### src/design/fuvt_pkg.sv
package fuvt_pkg;

    localparam int IN_W  = 16;
    localparam int OUT_W = 16;
    localparam int CNT_W = 2;

    localparam logic [CNT_W-1:0] CNT_ZERO  = 2'd0;
    localparam logic [CNT_W-1:0] CNT_ONE   = 2'd1;
    localparam logic [CNT_W-1:0] CNT_MULTI = 2'd2;

    typedef struct packed {
        logic clr_step;
        logic accept;
        logic cnt_update;
        logic q_read;
        logic c_read;
        logic pop;
        logic load_out;
    } cmd_t;

    typedef struct packed {
        logic clr_done;
        logic fill_zero;
        logic head_multi;
    } sts_t;

endpackage

### src/design/fuvt_ctrl.sv
module fuvt_ctrl
(
    input  logic             clk,
    input  logic             rst_n,
    input  logic             in_valid,
    output logic             in_stall,
    output logic             out_valid,
    input  logic             out_stall,
    output fuvt_pkg::cmd_t   cmd,
    input  fuvt_pkg::sts_t   sts
);

    typedef enum logic [2:0] {
        CLEAR,
        IDLE,
        COUNT,
        QREAD,
        QDATA,
        CCHECK,
        DONE
    } state_t;

    state_t state_reg;
    state_t state_next;
    logic   out_valid_reg;
    logic   out_valid_next;

    always_comb
    begin
        state_next     = state_reg;
        cmd            = '0;
        out_valid_next = out_valid_reg && out_stall;
        unique case (state_reg)
            CLEAR:
            begin
                cmd.clr_step = 1'b1;
                if (sts.clr_done)
                begin
                    state_next = IDLE;
                end
            end
            IDLE:
            begin
                if (in_valid)
                begin
                    cmd.accept = 1'b1;
                    state_next = COUNT;
                end
            end
            COUNT:
            begin
                cmd.cnt_update = 1'b1;
                state_next     = QREAD;
            end
            QREAD:
            begin
                if (sts.fill_zero)
                begin
                    state_next = DONE;
                end
                else
                begin
                    cmd.q_read = 1'b1;
                    state_next = QDATA;
                end
            end
            QDATA:
            begin
                cmd.c_read = 1'b1;
                state_next = CCHECK;
            end
            CCHECK:
            begin
                if (sts.head_multi)
                begin
                    cmd.pop    = 1'b1;
                    state_next = QREAD;
                end
                else
                begin
                    state_next = DONE;
                end
            end
            DONE:
            begin
                if (!out_valid_reg || !out_stall)
                begin
                    cmd.load_out   = 1'b1;
                    out_valid_next = 1'b1;
                    state_next     = IDLE;
                end
            end
            default:
            begin
                state_next = CLEAR;
            end
        endcase
    end

    always_ff @(posedge clk or negedge rst_n)
    begin
        if (!rst_n)
        begin
            state_reg     <= CLEAR;
            out_valid_reg <= 1'b0;
        end
        else
        begin
            state_reg     <= state_next;
            out_valid_reg <= out_valid_next;
        end
    end

    assign in_stall  = (state_reg != IDLE);
    assign out_valid = out_valid_reg;

endmodule

### config.mk
export PLATFORM = sky130hd
export DESIGN_NAME = fuvt_ctrl
export DESIGN_NICKNAME = d
export VERILOG_FILES = /design/src/design/fuvt_pkg.sv /design/src/design/fuvt_ctrl.sv
export SDC_FILE = /design/constraint.sdc
export NUM_CORES = 1
export LEC_CHECK = 0
export BUFFER_PORTS_ARGS = -buffer_cell sky130_fd_sc_hd__clkbuf_2
export CAP_MARGIN = 10
export CELL_PAD_IN_SITES_DETAIL_PLACEMENT = 1
export CELL_PAD_IN_SITES_GLOBAL_PLACEMENT = 2
export CORE_AREA = 2 2 43 45
export DETAILED_ROUTE_END_ITERATION = 12
export DIE_AREA = 0 0 45 47
export PLACE_DENSITY_LB_ADDON = 0.05
export SLEW_MARGIN = 20
export SYNTH_ARGS = -nofsm -noshare
export SYNTH_HDL_FRONTEND = slang
export SYNTH_SLANG_ARGS = --single-unit
### constraint.sdc
create_clock -name clk -period 1.1 [get_ports clk]
set_input_delay 0.11 -clock clk [delete_from_list [all_inputs] [get_ports clk]]
set_output_delay 0.11 -clock clk [all_outputs]
set_load 0.02 [all_outputs]
[Yosys cells after proc, flatten, opt, wreduce, memory -nomap -nowiden]
Cells that the tools add are included.
Word-level totals
  bits in registers: 4
  bits of input ports: 7
  output and inout bits: 9
  logic and storage cells: 37
Operators by class
  eq/ne operators: 10
  multiplexer cells: 19
  reduce and logical (&&, ||, !) cells: 6
Operators with widths (number)
  3-bit one-hot mux with 7 select lines: 1
  1-bit two-way mux: 13
  3-bit two-way mux: 4
  3-bit equality test (second input constant): 3
  3-bit by 2-bit equality test with 1-bit output (second input constant): 2
  2-bit != test (second input constant): 3
  3-bit by 1-bit equality test with 1-bit output (second input constant): 1
  3-bit logical NOT: 1
  3-bit by 1-bit != test with 1-bit output (second input constant): 1
  3-bit AND reduction: 1
  1-bit logical NOT: 2
  2-bit two-way mux: 1
  1-bit logical AND: 1
  1-bit logical OR: 1

[Logic depth before layout (Yosys ltp)]
Gate-level depths: netlist of the first run.
  word-level depth: 4
  mapped depth: 4
  mapped depth without buffers: 3

[Worst setup path before layout of the first run]
Ideal clock, no wire load.
  path kind: register -> output
  start point: reg state_reg[1]
  end point: out cmd[5] (netlist name)
  arrival time: 1.212 ns
  data required time: 0.990 ns
  path slack: -0.222 ns
  cell stages (with the launch flop): 4
  buffers on the path: 1
  cell sequence: dfrtp_1 -> buf_2 -> nand3b_1 -> nor2_1
RTL lines
  start: declaration: line fuvt_ctrl.sv:23  | state_t state_reg;
  start signal: assignment: line fuvt_ctrl.sv:109  | state_reg <= state_next;
  end: declaration: line fuvt_ctrl.sv:9  | output fuvt_pkg::cmd_t cmd,

==> flow_summary.ini, run 1 <==
[pwr]
cellPowerDensity_mw_per_mm2 = 2970
power.total_mw = 1.71
static-leakage-power_nw = 0.276
power.ir.vdd_worst_uv = 979

[clocking]
cts_tree = done
tritoncts.num_buffers = 3
cts_htree_levels = 1
ctsLongestPathBuffers = 2
ctsRootBufferMaster = sky130_fd_sc_hd__clkbuf_4
clock_sink_count = 4
path_clk_slew_ns = 0.04
insertion_delay_ns = 0.24

[global_routing]
globalRoute.totalOverflow = 0
grt_max_degree = 11
grt_pass1_wl_mm = 1.84
antenna_violations_before_repair = 0
track_usage = 0.125
vias_in_the_first_global_route = 410

[run_status]
run_status = finished with violations
violations = negative setup slack

[worst_setup_path]
ff2ff_path_depth = 4
critPathMaxFanout = 7
arrival_ns = 1.18
setup.worst_path.end = cmd[3]
r2r_end = state_reg[1]
critPathLaunch = state_reg[2]
worst_setup_path_start_kind = flip-flop
cp-end-kind = primary output
reg2reg_slack_ns = -0.12
rr_startpoint = state_reg[1]
timing_worst_setup_path_type = flip-flop to primary output
required_time_of_the_worst_setup_path_ns = 0.99

[synth]
post_synth_instance_area_sq_um = 282
synth_async_sr_flop_share = 1.00
synth_cells = 34
synth_area_per_cell_sq_um = 8.28
syn_nets = 41
sequential_share_of_the_synthesized_area = 0.356
synth_top_flop_cell = sky130_fd_sc_hd__dfrtp_1
number_of_flops_mapped_to_enable_cells_by_yosys = 0
flip_flop_and_latch_count_after_synthesis = 4
ys_types = 21
yosysWarnings = 0

[detailed_routing]
routed_wire_length_per_instance_um = 13.8
ant_nets = 0
drt_iter0_drc = 1
finalWirelength_mm = 1.09
drt_pass1_iterations = 4
drcViolationCount = 0
num_vias = 359
via_per_inst = 4.54

[finish]
multi_input_comb_area_sq_um = 191
nets = 71
largest_register_ff_count = 3
post-route-util = 0.348
stdcell_area_sq_um = 576
antennaDiodeCount = 0
area_added_between_synthesis_and_finish_pct = 104
area.sequential_sq_um = 103
layout_cell_share_with_drive_strength_beyond_1 = 0.677
num-fill-cells = 204

[run]
max_cap_violations = 0

[timing]
final-hold-violation-count = 0
worst_slew_pin_slew_ns = 0.248
min_period_ns = 1.29
fin_crit_sh = 1.17
number_of_failing_setup_endpoints_in_the_final_timing_report = 11
worst_clock_skew_ns = 0.00242
achievable-frequency_ghz = 0.778
slew_headroom = 0.833
totalNegativeSetupSlack_ns = -1.53
rsz0062_at_grt = yes
finalMaxSlewViolations = 0
layout_setup_ws_ns = -0.186
worst_hold_slack_ns = 0.180

[placed_design]
gp_routability_congestion = 0.695
post-dp-hpwl_um = 732
detailed_place.area_sq_um = 409
portBuffers = 15

[floorplan]
initial_core_util = 0.170
horizontal_extent_of_the_die_um = 45
floorplan.rows = 15
placeableCoreArea_sq_mm = 0.00165
design.portCount = 16
die_y_um = 47
die_area_sq_mm = 0.00212

[hold_path]
worst_hold_path_type = input port to flip-flop
-- cells in the final DEF, fill, tap and decap left out --
master	synthesis	layout
sky130_fd_sc_hd__buf_4	0	10
sky130_fd_sc_hd__clkbuf_2	0	7
sky130_fd_sc_hd__clkbuf_4	0	5
sky130_fd_sc_hd__buf_6	1	4
sky130_fd_sc_hd__nand2_1	3	3
sky130_fd_sc_hd__clkbuf_8	0	3
sky130_fd_sc_hd__nand3b_1	2	2
sky130_fd_sc_hd__nor3b_2	0	2
sky130_fd_sc_hd__nor2_2	0	2
sky130_fd_sc_hd__inv_1	3	2
sky130_fd_sc_hd__dfrtp_1	4	2
sky130_fd_sc_hd__dfrtp_2	0	2
sky130_fd_sc_hd__inv_2	0	1
sky130_fd_sc_hd__nor3_1	2	1
sky130_fd_sc_hd__a21oi_2	0	1
sky130_fd_sc_hd__nand3_1	1	1
sky130_fd_sc_hd__nor3_4	0	1
sky130_fd_sc_hd__or2_1	1	1
sky130_fd_sc_hd__a21o_1	1	1
sky130_fd_sc_hd__nand4_1	1	1
sky130_fd_sc_hd__o41ai_2	0	1
sky130_fd_sc_hd__a21oi_1	2	1
sky130_fd_sc_hd__a21boi_2	0	1
sky130_fd_sc_hd__o211ai_1	1	1
sky130_fd_sc_hd__o221a_2	1	1
sky130_fd_sc_hd__a21boi_0	2	1
sky130_fd_sc_hd__o22a_1	1	1
sky130_fd_sc_hd__o21ai_0	1	1
sky130_fd_sc_hd__dlygate4sd3_1	0	1
sky130_fd_sc_hd__buf_2	1	1
-- layout make-up --
class / instances / area share
multi-input combinational: 24 / 0.333
tap: 17 / 0.0370
sequential: 4 / 0.178
timing repair buffer: 28 / 0.393
clock buffer: 3 / 0.0391
inverter: 3 / 0.0196
-- metal layers --
metal	GRT usage	vias to the layer above	wire length [um]
met2	0.217	14	564
met4	0.0529	0	0
met5	0	-	0
li1	-	178	-
met1	0.136	167	463
met3	0.0500	0	63
-- timing repair --
item | 4_1_cts | 5_1_grt
hold buffers | 1 | 0
gates resized for setup | 21 | 7
setup endpoints to repair | 11 | 11
setup buffers | 5 | 2
hold endpoints to repair | 4 | 0
pin swaps | 3 | 2
gates cloned | 0 | 0
-- where the power goes --
group | switching, mW | leakage, nW | internal (mW) | total, mW
registers | 0.114 | 0.0471 | 0.227 | 0.341
logic | 0.553 | 0.215 | 0.631 | 1.18
clock network | 0.0632 | 0.0138 | 0.122 | 0.185
-- worst min-delay path by stage --
stage | startpoint | end | slack, ns | cells past startpoint
after floorplan | rst_n | out_valid | -0.19 | 0
after global placement | rst_n | state_reg[0] | -0.08 | 1
after detailed placement | rst_n | state_reg[1] | -0.08 | 1
after CTS | sts[2] | state_reg[0] | 0.18 | 3
after global routing | sts[2] | state_reg[0] | 0.19 | 3
final | sts[2] | state_reg[0] | 0.18 | 3
-- logic make-up (layout without fill, tap and decap cells) --
| logic type | Yosys count | count (layout) | share of synthesized area |
|---|---|---|---|
| buffers and inverters | 6 | 34 | 0.111 |
| DFF | 4 | 4 | 0.356 |
| AOI/OAI and AO/OA | 10 | 10 | 0.262 |
| and+or+nand+nor | 14 | 14 | 0.271 |
-- Yosys cell counts, types with 2 or more instances --
cell type                  number  area share
sky130_fd_sc_hd__a21boi_0       2       0.053
sky130_fd_sc_hd__dfrtp_1        4        0.36
sky130_fd_sc_hd__nand3b_1       2       0.053
sky130_fd_sc_hd__nor3_1         2       0.036
sky130_fd_sc_hd__nand2_1        3       0.040
sky130_fd_sc_hd__nor2_1         2       0.027
sky130_fd_sc_hd__nor3b_1        2       0.053
sky130_fd_sc_hd__a21oi_1        2       0.036
sky130_fd_sc_hd__inv_1          3       0.040
-- critical path, stage by stage (launching register included) --
cell and delay (ns):
sky130_fd_sc_hd__dfrtp_2 0.45, sky130_fd_sc_hd__inv_2 0.10, sky130_fd_sc_hd__nand3_1 0.11, sky130_fd_sc_hd__nor2_2 0.12, sky130_fd_sc_hd__clkbuf_8 0.16
-- per-stage QoR --
| step | worst slack (ns) | cells |
|---|---|---|
| 2_1_floorplan | -0.156 | 34 |
| 3_3_place_gp | -0.0886 | 68 |
| 3_5_place_dp | -0.0697 | 68 |
| 4_1_cts | -0.194 | 77 |
| 5_1_grt | -0.265 | 79 |
| 6_report | -0.186 | 79 |
(Power assumes the default switching activity.)
==> inputs of run 2 (changes only) <==
Settings changed: CORE_AREA 2 2 43 45 to 2 2 41 43, DIE_AREA 0 0 45 47 to 0 0 43 45, HOLD_SLACK_MARGIN from default to 0.12.
Clock period 1.1 ns to 1.2 ns, I/O delays scaled along.
==> run 2 against run 1 <==
Sequential share of layout area increased by 0.34 points. Register-to-register slack gained 0.14 ns. The run still ends with negative setup slack left. Via count increased by 5.0%. First-iteration DRC count rose to 4.0 times the previous value. Clock power is 9% lower. Combinational power fell by 8%. Non-clock buffer count shrank 1. Highest routed layer unchanged. Critical path depth fell by 1. Die area is 8.5% lower. Utilization grew 4.0 points. Hold slack improved by 0.035 ns.
==> flow_summary.ini, run 2 (same netlist as run 1, synthesis figures left out) <==
[run_status]
run_status = finished with violations
violations = negative setup slack

[detailed_routing]
finalWirelength_mm = 1.08
routed_wire_length_per_instance_um = 14.0
via_per_inst = 4.90
ant_nets = 0
drt_pass1_iterations = 2
drcViolationCount = 0
drt_iter0_drc = 4
num_vias = 377

[pwr]
static-leakage-power_nw = 0.280
power.total_mw = 1.58
power.ir.vdd_worst_uv = 968
cellPowerDensity_mw_per_mm2 = 2770

[worst_setup_path]
cp.buffers_inverters = 1
reg2reg_slack_ns = 0.02
cp-end-kind = primary output
timing_worst_setup_path_type = flip-flop to primary output
r2r_end = state_reg[0]
timing.critical_path.slowest_cell_delay_ns = 0.46
ff2ff_path_depth = 4
rr_startpoint = state_reg[2]
crit_slowest_cell = sky130_fd_sc_hd__dfrtp_2
worst_setup_path_start_kind = flip-flop
arrival_ns = 1.19
critPathMaxFanout = 6
cpLargestDelayFamily = flip-flops
required_time_of_the_worst_setup_path_ns = 1.08
crit_path_cell_trace = nand3b_1, a21oi_2, clkbuf_8

[floorplan]
placeableCoreArea_sq_mm = 0.00147
die_y_um = 45
design.portCount = 16
die_area_sq_mm = 0.00194
horizontal_extent_of_the_die_um = 43
initial_core_util = 0.191
floorplan.rows = 14

[placed_design]
detailedPlace.worstSlack_ns = -0.0300
post-dp-hpwl_um = 656
gp_routability_congestion = 0.653
portBuffers = 15

[global_routing]
grt_max_degree = 15
antenna_violations_before_repair = 0
globalRoute.totalOverflow = 0
vias_in_the_first_global_route = 385
grt_pass1_wl_mm = 1.75
track_usage = 0.129

[timing]
slew_headroom = 0.827
finalMaxSlewViolations = 0
layout_setup_ws_ns = -0.115
final-hold-violation-count = 0
rsz0062_at_grt = yes
worst_slew_pin_slew_ns = 0.259
worst_clock_skew_ns = 0.00326
min_period_ns = 1.31
fin_crit_sh = 1.10
achievable-frequency_ghz = 0.761
number_of_failing_setup_endpoints_in_the_final_timing_report = 8

[finish]
nets = 70
largest_register_ff_count = 3
mostFrequentLayoutCells = sky130_fd_sc_hd__buf_4, sky130_fd_sc_hd__clkbuf_2, sky130_fd_sc_hd__clkbuf_4
final_common_cell = sky130_fd_sc_hd__buf_4
antennaDiodeCount = 0
area_added_between_synthesis_and_finish_pct = 103
layout_cell_share_with_drive_strength_beyond_1 = 0.705

[run]
max_cap_violations = 0

[clocking]
cts_tree = done
path_clk_slew_ns = 0.04
cts_htree_levels = 1
tritoncts.num_buffers = 3
ctsRootBufferMaster = sky130_fd_sc_hd__clkbuf_4
clock_sink_count = 4
insertion_delay_ns = 0.24
ctsLongestPathBuffers = 2

[hold_path]
worst_hold_path_type = input port to asynchronous set/reset pin
run 2: area by class of cell:
cell class / count / area [sq um]
timing repair buffer: 27 / 205
multi-input combinational: 24 / 209
inverter: 3 / 11.3
tap: 16 / 20.0
fill: 182 / 900
sequential: 4 / 104
clock buffer: 3 / 22.5
run 2: how the worst max path moves through the flow:
stage / start / end / cells after the start
3_3_place_gp: state_reg[2] / state_reg[0] / 3
3_5_place_dp: state_reg[2] / state_reg[0] / 3
2_1_floorplan: state_reg[1] / cmd[5] / 3
6_report: state_reg[0] / cmd[0] / 3
5_1_grt: state_reg[1] / cmd[4] / 3
4_1_cts: state_reg[1] / cmd[5] / 3
run 2: metal layers:
metal  track usage  vias up  wire, um
li1              -      178         -
met1         0.157      184       476
met2         0.206       15       520
met3        0.0600        0        84
met4        0.0364        0         0
met5             0        -         0
run 2: what timing repair did:
item,in CTS,in global routing
hold buffers,1,0
hold endpoints to repair,4,0
gates resized for setup,14,17
pin swaps,3,3
buffers inserted,6,5
setup endpoints to repair,9,11
run 2: power by group:
| group | internal (mW) | total (mW) | leakage [nW] | switching, mW |
|---|---|---|---|---|
| registers | 0.212 | 0.334 | 0.0461 | 0.122 |
| clock network | 0.112 | 0.169 | 0.0138 | 0.0565 |
| logic | 0.578 | 1.08 | 0.220 | 0.501 |
| total | 0.901 | 1.58 | 0.280 | 0.680 |
run 2: per-stage QoR:
stage	utilization	hold slack [ns]	area, sq um	setup TNS [ns]	cells
2_1_floorplan	-	-0.176	293	-0.107	34
4_1_cts	0.328	0.175	483	-0.708	72
5_1_grt	0.389	0.237	572	-1.24	77
6_report	0.389	0.215	572	-0.642	77
3_5_place_dp	0.250	-0.0663	368	-0.0300	62
3_3_place_gp	0.250	-0.0746	368	-0.00541	62
